[src/sv/clwc_pkg.sv]
// shared types and constants for the camera line window capture block
package clwc_pkg;

   // capture buffer depth and the width of a write index that can hold it
   localparam int BUF_DEPTH   = 65536;
   localparam int WR_IDX_W    = $clog2(BUF_DEPTH + 1);

   localparam int CSR_IDX_W   = 2;
   localparam int CSR_DATA_W  = 8;
   localparam int REQ_DATA_W  = 16;
   localparam int RSP_DATA_W  = 48;
   localparam int RSP_USER_W  = 2;
   localparam int LINE_CNT_W  = 9;
   localparam int LINE_BYTE_W = 12;

   // output queue
   localparam int OQ_DEPTH    = 4;
   localparam int OQ_PTR_W    = $clog2(OQ_DEPTH);
   localparam int OQ_CNT_W    = $clog2(OQ_DEPTH + 1);
   localparam int OQ_PUSH_W   = 2;

   // register indexes
   localparam logic [CSR_IDX_W-1:0] REG_FIRST_LINE = 2'd0;
   localparam logic [CSR_IDX_W-1:0] REG_STOP_LINE  = 2'd1;
   localparam logic [CSR_IDX_W-1:0] REG_KEEP_EVEN  = 2'd2;

   // result kinds
   localparam logic [RSP_USER_W-1:0] KIND_BYTE  = 2'd0;
   localparam logic [RSP_USER_W-1:0] KIND_LINE  = 2'd1;
   localparam logic [RSP_USER_W-1:0] KIND_FRAME = 2'd2;

   typedef enum logic [4:0] {
      PH_IDLE      = 5'b00001,
      PH_WAIT_RISE = 5'b00010,
      PH_WAIT_FALL = 5'b00100,
      PH_SCAN      = 5'b01000,
      PH_LINE      = 5'b10000
   } phase_type;

   typedef struct packed {
      logic [RSP_USER_W-1:0]  kind;
      logic                   last;
      logic [15:0]            byte_index;
      logic [7:0]             data_byte;
      logic [7:0]             line_index;
      logic [LINE_BYTE_W-1:0] line_bytes;
      logic                   overflow;
   } rsp_beat_type;

endpackage

[src/sv/camera_line_window_capture.sv]
// camera line window capture: pin sample decoding, window logic and output queue
//
//   channel | dir | handshake            | payload
//   req     | in  | req_tvalid/tready    | tdata pin sample, tuser arm flag
//   rsp     | out | rsp_tvalid/tready    | tdata result fields, tuser kind, tlast
//   csr     | in  | csr_valid/csr_ready  | csr_index, csr_data
//
// one sample beat is taken per cycle while req_tready is high; its results are queued
// the same cycle and leave one per cycle while rsp_tready is high, so two results of
// one sample take two output beats. the four-entry output queue holds req_tready low
// only when fewer than two entries are free. csr writes are always taken. reset idles
// the phase, clears edge detectors and counters, and sets the registers to 0, 255, 1.
module camera_line_window_capture (
   input  logic                               clock,
   input  logic                               reset,
   input  logic                               req_tvalid,
   output logic                               req_tready,
   // [0] vsync, [1] href, [2] pclk, [10:3] pixel_data, [15:11] zero
   input  logic [clwc_pkg::REQ_DATA_W-1:0]    req_tdata,
   // [0] mode
   input  logic                               req_tuser,
   output logic                               rsp_tvalid,
   input  logic                               rsp_tready,
   // [15:0] byte_index, [23:16] data_byte, [31:24] line_index,
   // [43:32] line_bytes, [44] overflow, [47:45] zero
   output logic [clwc_pkg::RSP_DATA_W-1:0]    rsp_tdata,
   // [1:0] kind
   output logic [clwc_pkg::RSP_USER_W-1:0]    rsp_tuser,
   output logic                               rsp_tlast,
   input  logic                               csr_valid,
   output logic                               csr_ready,
   input  logic [clwc_pkg::CSR_IDX_W-1:0]     csr_index,
   input  logic [clwc_pkg::CSR_DATA_W-1:0]    csr_data
);

   // config registers
   logic [7:0] first_line_ff, first_line_in;
   logic [7:0] stop_line_ff, stop_line_in;
   logic       keep_even_ff, keep_even_in;

   // capture state
   clwc_pkg::phase_type                phase_ff, phase_in;
   logic                               prev_vsync_ff, prev_vsync_in;
   logic                               prev_href_ff, prev_href_in;
   logic                               prev_pclk_ff, prev_pclk_in;
   logic [clwc_pkg::LINE_CNT_W-1:0]    line_cnt_ff, line_cnt_in;
   logic                               parity_ff, parity_in;
   logic [clwc_pkg::WR_IDX_W-1:0]      wr_idx_ff, wr_idx_in;
   logic [clwc_pkg::LINE_BYTE_W-1:0]   line_bytes_ff, line_bytes_in;
   logic                               dropped_ff, dropped_in;

   // output queue
   clwc_pkg::rsp_beat_type             oq_ff [clwc_pkg::OQ_DEPTH];
   logic [clwc_pkg::OQ_PTR_W-1:0]      oq_wr_ff, oq_wr_in;
   logic [clwc_pkg::OQ_PTR_W-1:0]      oq_rd_ff, oq_rd_in;
   logic [clwc_pkg::OQ_CNT_W-1:0]      oq_cnt_ff, oq_cnt_in;

   logic                    req_beat, rsp_beat, csr_beat;
   logic                    mode, vsync, href, pclk;
   logic [7:0]              pixel;
   logic                    vs_rise;
   logic                    res_a_vld, res_b_vld;
   clwc_pkg::rsp_beat_type  res_a, res_b, frame_res;
   logic [clwc_pkg::OQ_PUSH_W-1:0] push_cnt;
   logic [clwc_pkg::OQ_PTR_W-1:0] oq_wr_next;
   clwc_pkg::rsp_beat_type  head;

   assign req_tready = (oq_cnt_ff <= clwc_pkg::OQ_CNT_W'(clwc_pkg::OQ_DEPTH - 2));
   assign csr_ready  = 1'b1;
   assign req_beat   = req_tvalid & req_tready;
   assign rsp_beat   = rsp_tvalid & rsp_tready;
   assign csr_beat   = csr_valid & csr_ready;

   assign mode  = req_tuser;
   assign vsync = req_tdata[0];
   assign href  = req_tdata[1];
   assign pclk  = req_tdata[2];
   assign pixel = req_tdata[10:3];

   assign vs_rise = vsync & ~prev_vsync_ff;

   always_comb begin
      frame_res            = '0;
      frame_res.kind       = clwc_pkg::KIND_FRAME;
      frame_res.overflow   = dropped_ff;
   end

   // config writes
   always_comb begin
      first_line_in = first_line_ff;
      stop_line_in  = stop_line_ff;
      keep_even_in  = keep_even_ff;
      if (csr_beat) begin
         case (csr_index)
            clwc_pkg::REG_FIRST_LINE: first_line_in = csr_data;
            clwc_pkg::REG_STOP_LINE:  stop_line_in  = csr_data;
            clwc_pkg::REG_KEEP_EVEN:  keep_even_in  = csr_data[0];
            default: ;
         endcase
      end
   end

   // per-sample step
   always_comb begin
      phase_in      = phase_ff;
      prev_vsync_in = prev_vsync_ff;
      prev_href_in  = prev_href_ff;
      prev_pclk_in  = prev_pclk_ff;
      line_cnt_in   = line_cnt_ff;
      parity_in     = parity_ff;
      wr_idx_in     = wr_idx_ff;
      line_bytes_in = line_bytes_ff;
      dropped_in    = dropped_ff;
      res_a_vld     = 1'b0;
      res_b_vld     = 1'b0;
      res_a         = '0;
      res_b         = '0;

      if (req_beat) begin
         if (mode) begin
            phase_in      = clwc_pkg::PH_WAIT_RISE;
            prev_vsync_in = vsync;
            prev_href_in  = href;
            prev_pclk_in  = pclk;
            line_cnt_in   = '0;
            parity_in     = 1'b1;
            wr_idx_in     = '0;
            line_bytes_in = '0;
            dropped_in    = 1'b0;
         end else begin
            unique case (phase_ff)
               clwc_pkg::PH_IDLE: ;
               clwc_pkg::PH_WAIT_RISE: begin
                  if (vs_rise) phase_in = clwc_pkg::PH_WAIT_FALL;
                  prev_vsync_in = vsync;
               end
               clwc_pkg::PH_WAIT_FALL: begin
                  if (~vsync & prev_vsync_ff) begin
                     phase_in     = clwc_pkg::PH_SCAN;
                     prev_href_in = href;
                  end
                  prev_vsync_in = vsync;
               end
               clwc_pkg::PH_SCAN: begin
                  prev_href_in = href;
                  if (href & ~prev_href_ff &&
                      line_cnt_ff >= {1'b0, first_line_ff}) begin
                     // window line start or stop line: vsync is not looked at
                     if (line_cnt_ff == {1'b0, stop_line_ff}) begin
                        res_a_vld = 1'b1;
                        res_a     = frame_res;
                        phase_in  = clwc_pkg::PH_IDLE;
                     end else begin
                        phase_in      = clwc_pkg::PH_LINE;
                        prev_pclk_in  = pclk;
                        line_bytes_in = '0;
                     end
                  end else begin
                     if (href & ~prev_href_ff && line_cnt_ff != '1)
                        line_cnt_in = line_cnt_ff + 1'b1;
                     if (vs_rise) begin
                        res_a_vld = 1'b1;
                        res_a     = frame_res;
                        phase_in  = clwc_pkg::PH_IDLE;
                     end
                     prev_vsync_in = vsync;
                  end
               end
               clwc_pkg::PH_LINE: begin
                  prev_pclk_in = pclk;
                  if (href) begin
                     if (pclk & ~prev_pclk_ff) begin
                        if (parity_ff == keep_even_ff) begin
                           if (wr_idx_ff < clwc_pkg::WR_IDX_W'(clwc_pkg::BUF_DEPTH)) begin
                              res_a_vld            = 1'b1;
                              res_a.kind           = clwc_pkg::KIND_BYTE;
                              res_a.byte_index     = 16'(wr_idx_ff);
                              res_a.data_byte      = pixel;
                              wr_idx_in            = wr_idx_ff + 1'b1;
                              if (line_bytes_ff != '1)
                                 line_bytes_in = line_bytes_ff + 1'b1;
                           end else begin
                              dropped_in = 1'b1;
                           end
                        end
                        parity_in = ~parity_ff;
                     end
                  end else begin
                     // href fall closes the line
                     res_a_vld        = 1'b1;
                     res_a.kind       = clwc_pkg::KIND_LINE;
                     res_a.line_index = 8'(line_cnt_ff - {1'b0, first_line_ff});
                     res_a.line_bytes = line_bytes_ff;
                     if (line_cnt_ff != '1)
                        line_cnt_in = line_cnt_ff + 1'b1;
                     line_bytes_in = '0;
                     phase_in      = clwc_pkg::PH_SCAN;
                     prev_href_in  = 1'b0;
                     if (vs_rise) begin
                        res_b_vld = 1'b1;
                        res_b     = frame_res;
                        phase_in  = clwc_pkg::PH_IDLE;
                     end
                     prev_vsync_in = vsync;
                  end
               end
               default: ;
            endcase
         end
      end
      res_a.last = res_a_vld & ~res_b_vld;
      res_b.last = res_b_vld;
   end

   // output queue pointers
   always_comb begin
      push_cnt   = clwc_pkg::OQ_PUSH_W'(res_a_vld) + clwc_pkg::OQ_PUSH_W'(res_b_vld);
      oq_wr_next = oq_wr_ff + 1'b1;
      oq_wr_in   = oq_wr_ff + clwc_pkg::OQ_PTR_W'(push_cnt);
      oq_rd_in   = rsp_beat ? oq_rd_ff + 1'b1 : oq_rd_ff;
      oq_cnt_in  = oq_cnt_ff + clwc_pkg::OQ_CNT_W'(push_cnt)
                   - clwc_pkg::OQ_CNT_W'(rsp_beat);
   end

   always_ff @(posedge clock) begin
      if (res_a_vld) oq_ff[oq_wr_ff]   <= res_a;
      if (res_b_vld) oq_ff[oq_wr_next] <= res_b;
   end

   always_ff @(posedge clock) begin
      if (reset) begin
         first_line_ff <= '0;
         stop_line_ff  <= 8'hFF;
         keep_even_ff  <= 1'b1;
         phase_ff      <= clwc_pkg::PH_IDLE;
         prev_vsync_ff <= 1'b0;
         prev_href_ff  <= 1'b0;
         prev_pclk_ff  <= 1'b0;
         line_cnt_ff   <= '0;
         parity_ff     <= 1'b1;
         wr_idx_ff     <= '0;
         line_bytes_ff <= '0;
         dropped_ff    <= 1'b0;
         oq_wr_ff      <= '0;
         oq_rd_ff      <= '0;
         oq_cnt_ff     <= '0;
      end else begin
         first_line_ff <= first_line_in;
         stop_line_ff  <= stop_line_in;
         keep_even_ff  <= keep_even_in;
         phase_ff      <= phase_in;
         prev_vsync_ff <= prev_vsync_in;
         prev_href_ff  <= prev_href_in;
         prev_pclk_ff  <= prev_pclk_in;
         line_cnt_ff   <= line_cnt_in;
         parity_ff     <= parity_in;
         wr_idx_ff     <= wr_idx_in;
         line_bytes_ff <= line_bytes_in;
         dropped_ff    <= dropped_in;
         oq_wr_ff      <= oq_wr_in;
         oq_rd_ff      <= oq_rd_in;
         oq_cnt_ff     <= oq_cnt_in;
      end
   end

   assign head       = oq_ff[oq_rd_ff];
   assign rsp_tvalid = (oq_cnt_ff != '0);
   assign rsp_tuser  = head.kind;
   assign rsp_tlast  = head.last;
   assign rsp_tdata  = {3'b000, head.overflow, head.line_bytes, head.line_index,
                        head.data_byte, head.byte_index};

endmodule

[config.mk]
export PLATFORM = sky130hd
export DESIGN_NAME = camera_line_window_capture
export DESIGN_NICKNAME = d
export VERILOG_FILES = /design/src/sv/clwc_pkg.sv /design/src/sv/camera_line_window_capture.sv
export SDC_FILE = /design/constraint.sdc
export NUM_CORES = 1
export LEC_CHECK = 0
export ABC_AREA = 1
export BUFFER_PORTS_ARGS = -buffer_cell sky130_fd_sc_hd__buf_4
export CAP_MARGIN = 20
export CORE_MARGIN = 4
export CORE_UTILIZATION = 50
export CTS_BUF_LIST = sky130_fd_sc_hd__clkbuf_8
export CTS_CLUSTER_SIZE = 40
export DETAILED_ROUTE_END_ITERATION = 8
export GPL_TIMING_DRIVEN = 0
export HOLD_SLACK_MARGIN = 0.08
export PLACE_DENSITY_LB_ADDON = 0.3
export SYNTH_ARGS = -nofsm -noshare
export SYNTH_HDL_FRONTEND = slang
export SYNTH_SLANG_ARGS = --single-unit
[constraint.sdc]
create_clock -name clock -period 8.45 [get_ports clock]
set_input_delay 1.2675 -clock clock [delete_from_list [all_inputs] [get_ports clock]]
set_output_delay 1.2675 -clock clock [all_outputs]
set_load 0.01 [all_outputs]
==> metrics.csv <==
metric,value,unit
Sink Count,266,
RePlAce Congestion,0.941,
Rows,61,
CP max stage cell,clkbuf_1,
fin crit share,52.0,%
largest area contributor in the netlist,dfxtp_1,
die height,176,microns
Port Buffers,76,
layout cells sized above 1,14.5,%
CP startpoint kind,flip-flop,
worst reg2reg path depth,20,
"commonest non-fill, non-tap cell in the layout",nand2_1,
HPWL after DPL,33.7,mm
final setup fails,0,
cell count after synthesis,2048,
final hold vios,0,
DRT iter0 DRCs,2019,
NumNets Final,2228,
RSZ-0062 raised after global routing,false,
peak supply drop,0.000145,V
critical path endpoint,rsp_tdata[10],
ant diodes,0,
Post-CTS Resized,0,
root buf cell,clkbuf_8,
Worst-Skew Late Latency,0.59,ns
CP required,7.18,ns
Post-Syn Area,14100,sq um
"Seq/Total Area, Yosys",38.7,%
Slew Limit Fails,0,
Die Wd,176,microns
YS warnings,0,
Leak,0.00752,uW
hold crit path type,flip-flop to flip-flop,
"Primary FF master, synth",dfxtp_1,
Final ANT Viol Nets,0,
largest fanout on the critical path,10,
largest stage delay on the critical path,0.62,ns
drt first pass iters,6,
fill cell count,2751,
first-pass GRT wire length,74.8,mm
"setup slack, reg-to-reg",4.58,ns
DRC viols,0,
relative slew slack,38.5,%
Fmax,228,MHz
GR Overflow Total,0,
wire length per cell,18.5,microns
die area,30900,sq um
Netlist cell types,43,
Pwr Density,222,nW/um^2
P&R area growth vs syn,14.9,%
"FF+latch count, synth",266,
initial antenna violation count,0,
most frequent cells in the layout,"nand2_1, nor2_1, dfxtp_1",
CTS Buf Count,48,
Area contributors post-synth,"dfxtp_1, nand2_1, nor2_1",
fraction of registers with async set/reset,0,%
final wirelength,48.1,mm
R2R Path End,oq_cnt_ff[2]$_SDFF_PP0_,
Period minus WS final,4.39,ns
status,completed,
Core Region,27800,sq um
CTS tree,built,
Least-Margin Pin Slew,0.922,ns
vias in the first global route,14000,
starting density of the core,50.7,%
hold slack,0.463,ns
setup TNS,0,ns
clk buf depth,3,
H-Tree Depth,2,
Total GRT Usage,30.2,%
num ports,86,
largest net degree at the start of global routing,13,
mean area per synthesized cell,6.87,sq um
Vias per Instance,5.72,
vias,14800,
MaxCap Viol Count,0,
Fin Clk Skew,0.0359,ns
Worst EP arrival,3.13,ns
setup bufs post-CTS,0,
post-synth top area share,36.1,%
"EDFF count, synth",12,
Critical Path End Type,primary output,
Setup CP Type,flip-flop to primary output,
Post-CTS Hold Fix Bufs,0,
cells along the critical path,clkinv_1 > clkbuf_1 > clkbuf_1 > a21oi_1 > a21oi_1 > buf_4,
"Reg clk slew, reported paths",0.06,ns
Critical R2R Launch,line_cnt_ff[4]$_SDFFE_PP0P_,
-- synthesized netlist by cell type, types with 33 or more instances --
cell,instances
nand3_1,224
o22ai_1,40
nor2_1,323
buf_2,46
o21ai_0,133
nand4_1,50
a21oi_2,71
inv_1,140
a21oi_1,143
nand2_1,377
clkbuf_1,79
nor3_1,33
dfxtp_1,254
-- through the flow --
stage	setup slack [ns]	instance area, sq um	cells	power [uW]	utilization, %
after global placement	4.08	15100	2504	2310	54.4
after CTS	4.23	16200	2594	3590	58.2
final	4.06	16200	2594	3600	58.2
after detailed placement	4.05	15100	2504	2320	54.4
after global routing	4.10	16200	2594	3760	58.2
after floorplan	4.66	14100	2050	1930	-
-- worst min path at each step --
stage | start | end | slack [ns] | cells past startpoint
floorplan | first_line_ff[2]$_SDFFE_PP0P_ | first_line_ff[2]$_SDFFE_PP0P_ | 0.44 | 2
finish | oq_ff[2][2]$_SDFFE_PP0P_ | oq_ff[2][2]$_SDFFE_PP0P_ | 0.46 | 2
global placement | oq_ff[2][3]$_SDFFE_PP0P_ | oq_ff[2][3]$_SDFFE_PP0P_ | 0.45 | 2
CTS | oq_ff[2][2]$_SDFFE_PP0P_ | oq_ff[2][2]$_SDFFE_PP0P_ | 0.46 | 2
detailed placement | oq_ff[2][2]$_SDFFE_PP0P_ | oq_ff[2][2]$_SDFFE_PP0P_ | 0.45 | 2
global route | oq_ff[2][2]$_SDFFE_PP0P_ | oq_ff[2][2]$_SDFFE_PP0P_ | 0.48 | 2
-- state kept, by name (all words and copies together), names as in the netlist, named ones only --
register / cells
line_cnt_ff: 9
first_line_ff: 8
prev_pclk_ff: 1
keep_even_ff: 1
oq_wr_ff: 2
oq_cnt_ff: 3
stop_line_ff: 8
prev_vsync_ff: 1
line_bytes_ff: 12
parity_ff: 1
wr_idx_ff: 17
oq_rd_ff: 2
dropped_ff: 1
phase_ff: 5
prev_href_ff: 1
oq_ff: 192
-- kinds of logic (layout without fill, tap and decap cells) --
logic type      after synthesis  count (layout)  synth area share (%)
simple gates               1037            1037                  31.8
compound gates              406             406                  16.8
buf+inv                     300             466                  9.67
flops                       266             266                  38.7
fa+ha+maj                    20              20                  1.88
xor+xnor                     17              17                  1.06
other cells                   2               4                0.0534
-- area by class of cell --
cell class / instances / area [sq um] / share of cell area (%)
multi-input combinational: 1484 / 7270 / 45.0
inverter: 149 / 559 / 3.46
buffer: 151 / 802 / 4.96
timing repair buffer: 76 / 571 / 3.53
tap: 378 / 473 / 2.93
clock inverter: 21 / 90.1 / 0.557
clock buffer: 69 / 950 / 5.88
sequential: 266 / 5450 / 33.7
-- power breakdown --
part	total [uW]	internal [uW]	switching, uW
Combinational	925	355	570
Sequential	1390	1340	54.0
Clock	1280	721	560
-- critical path: cells and delay by family, from the launching register on --
family,cells,cell delay [ns]
flops,1,0.46
buf+inv,4,1.59
compound gates,2,0.51
-- per-layer routing --
layer / share of wire [%] / GRT usage [%]
met1: 40 / 38.8
met2: 45 / 48.9
met3: 9.2 / 5.29
met4: 5.3 / 15.5
met5: 0 / 0
No activity file was read; power rests on OpenSTA's default activity.
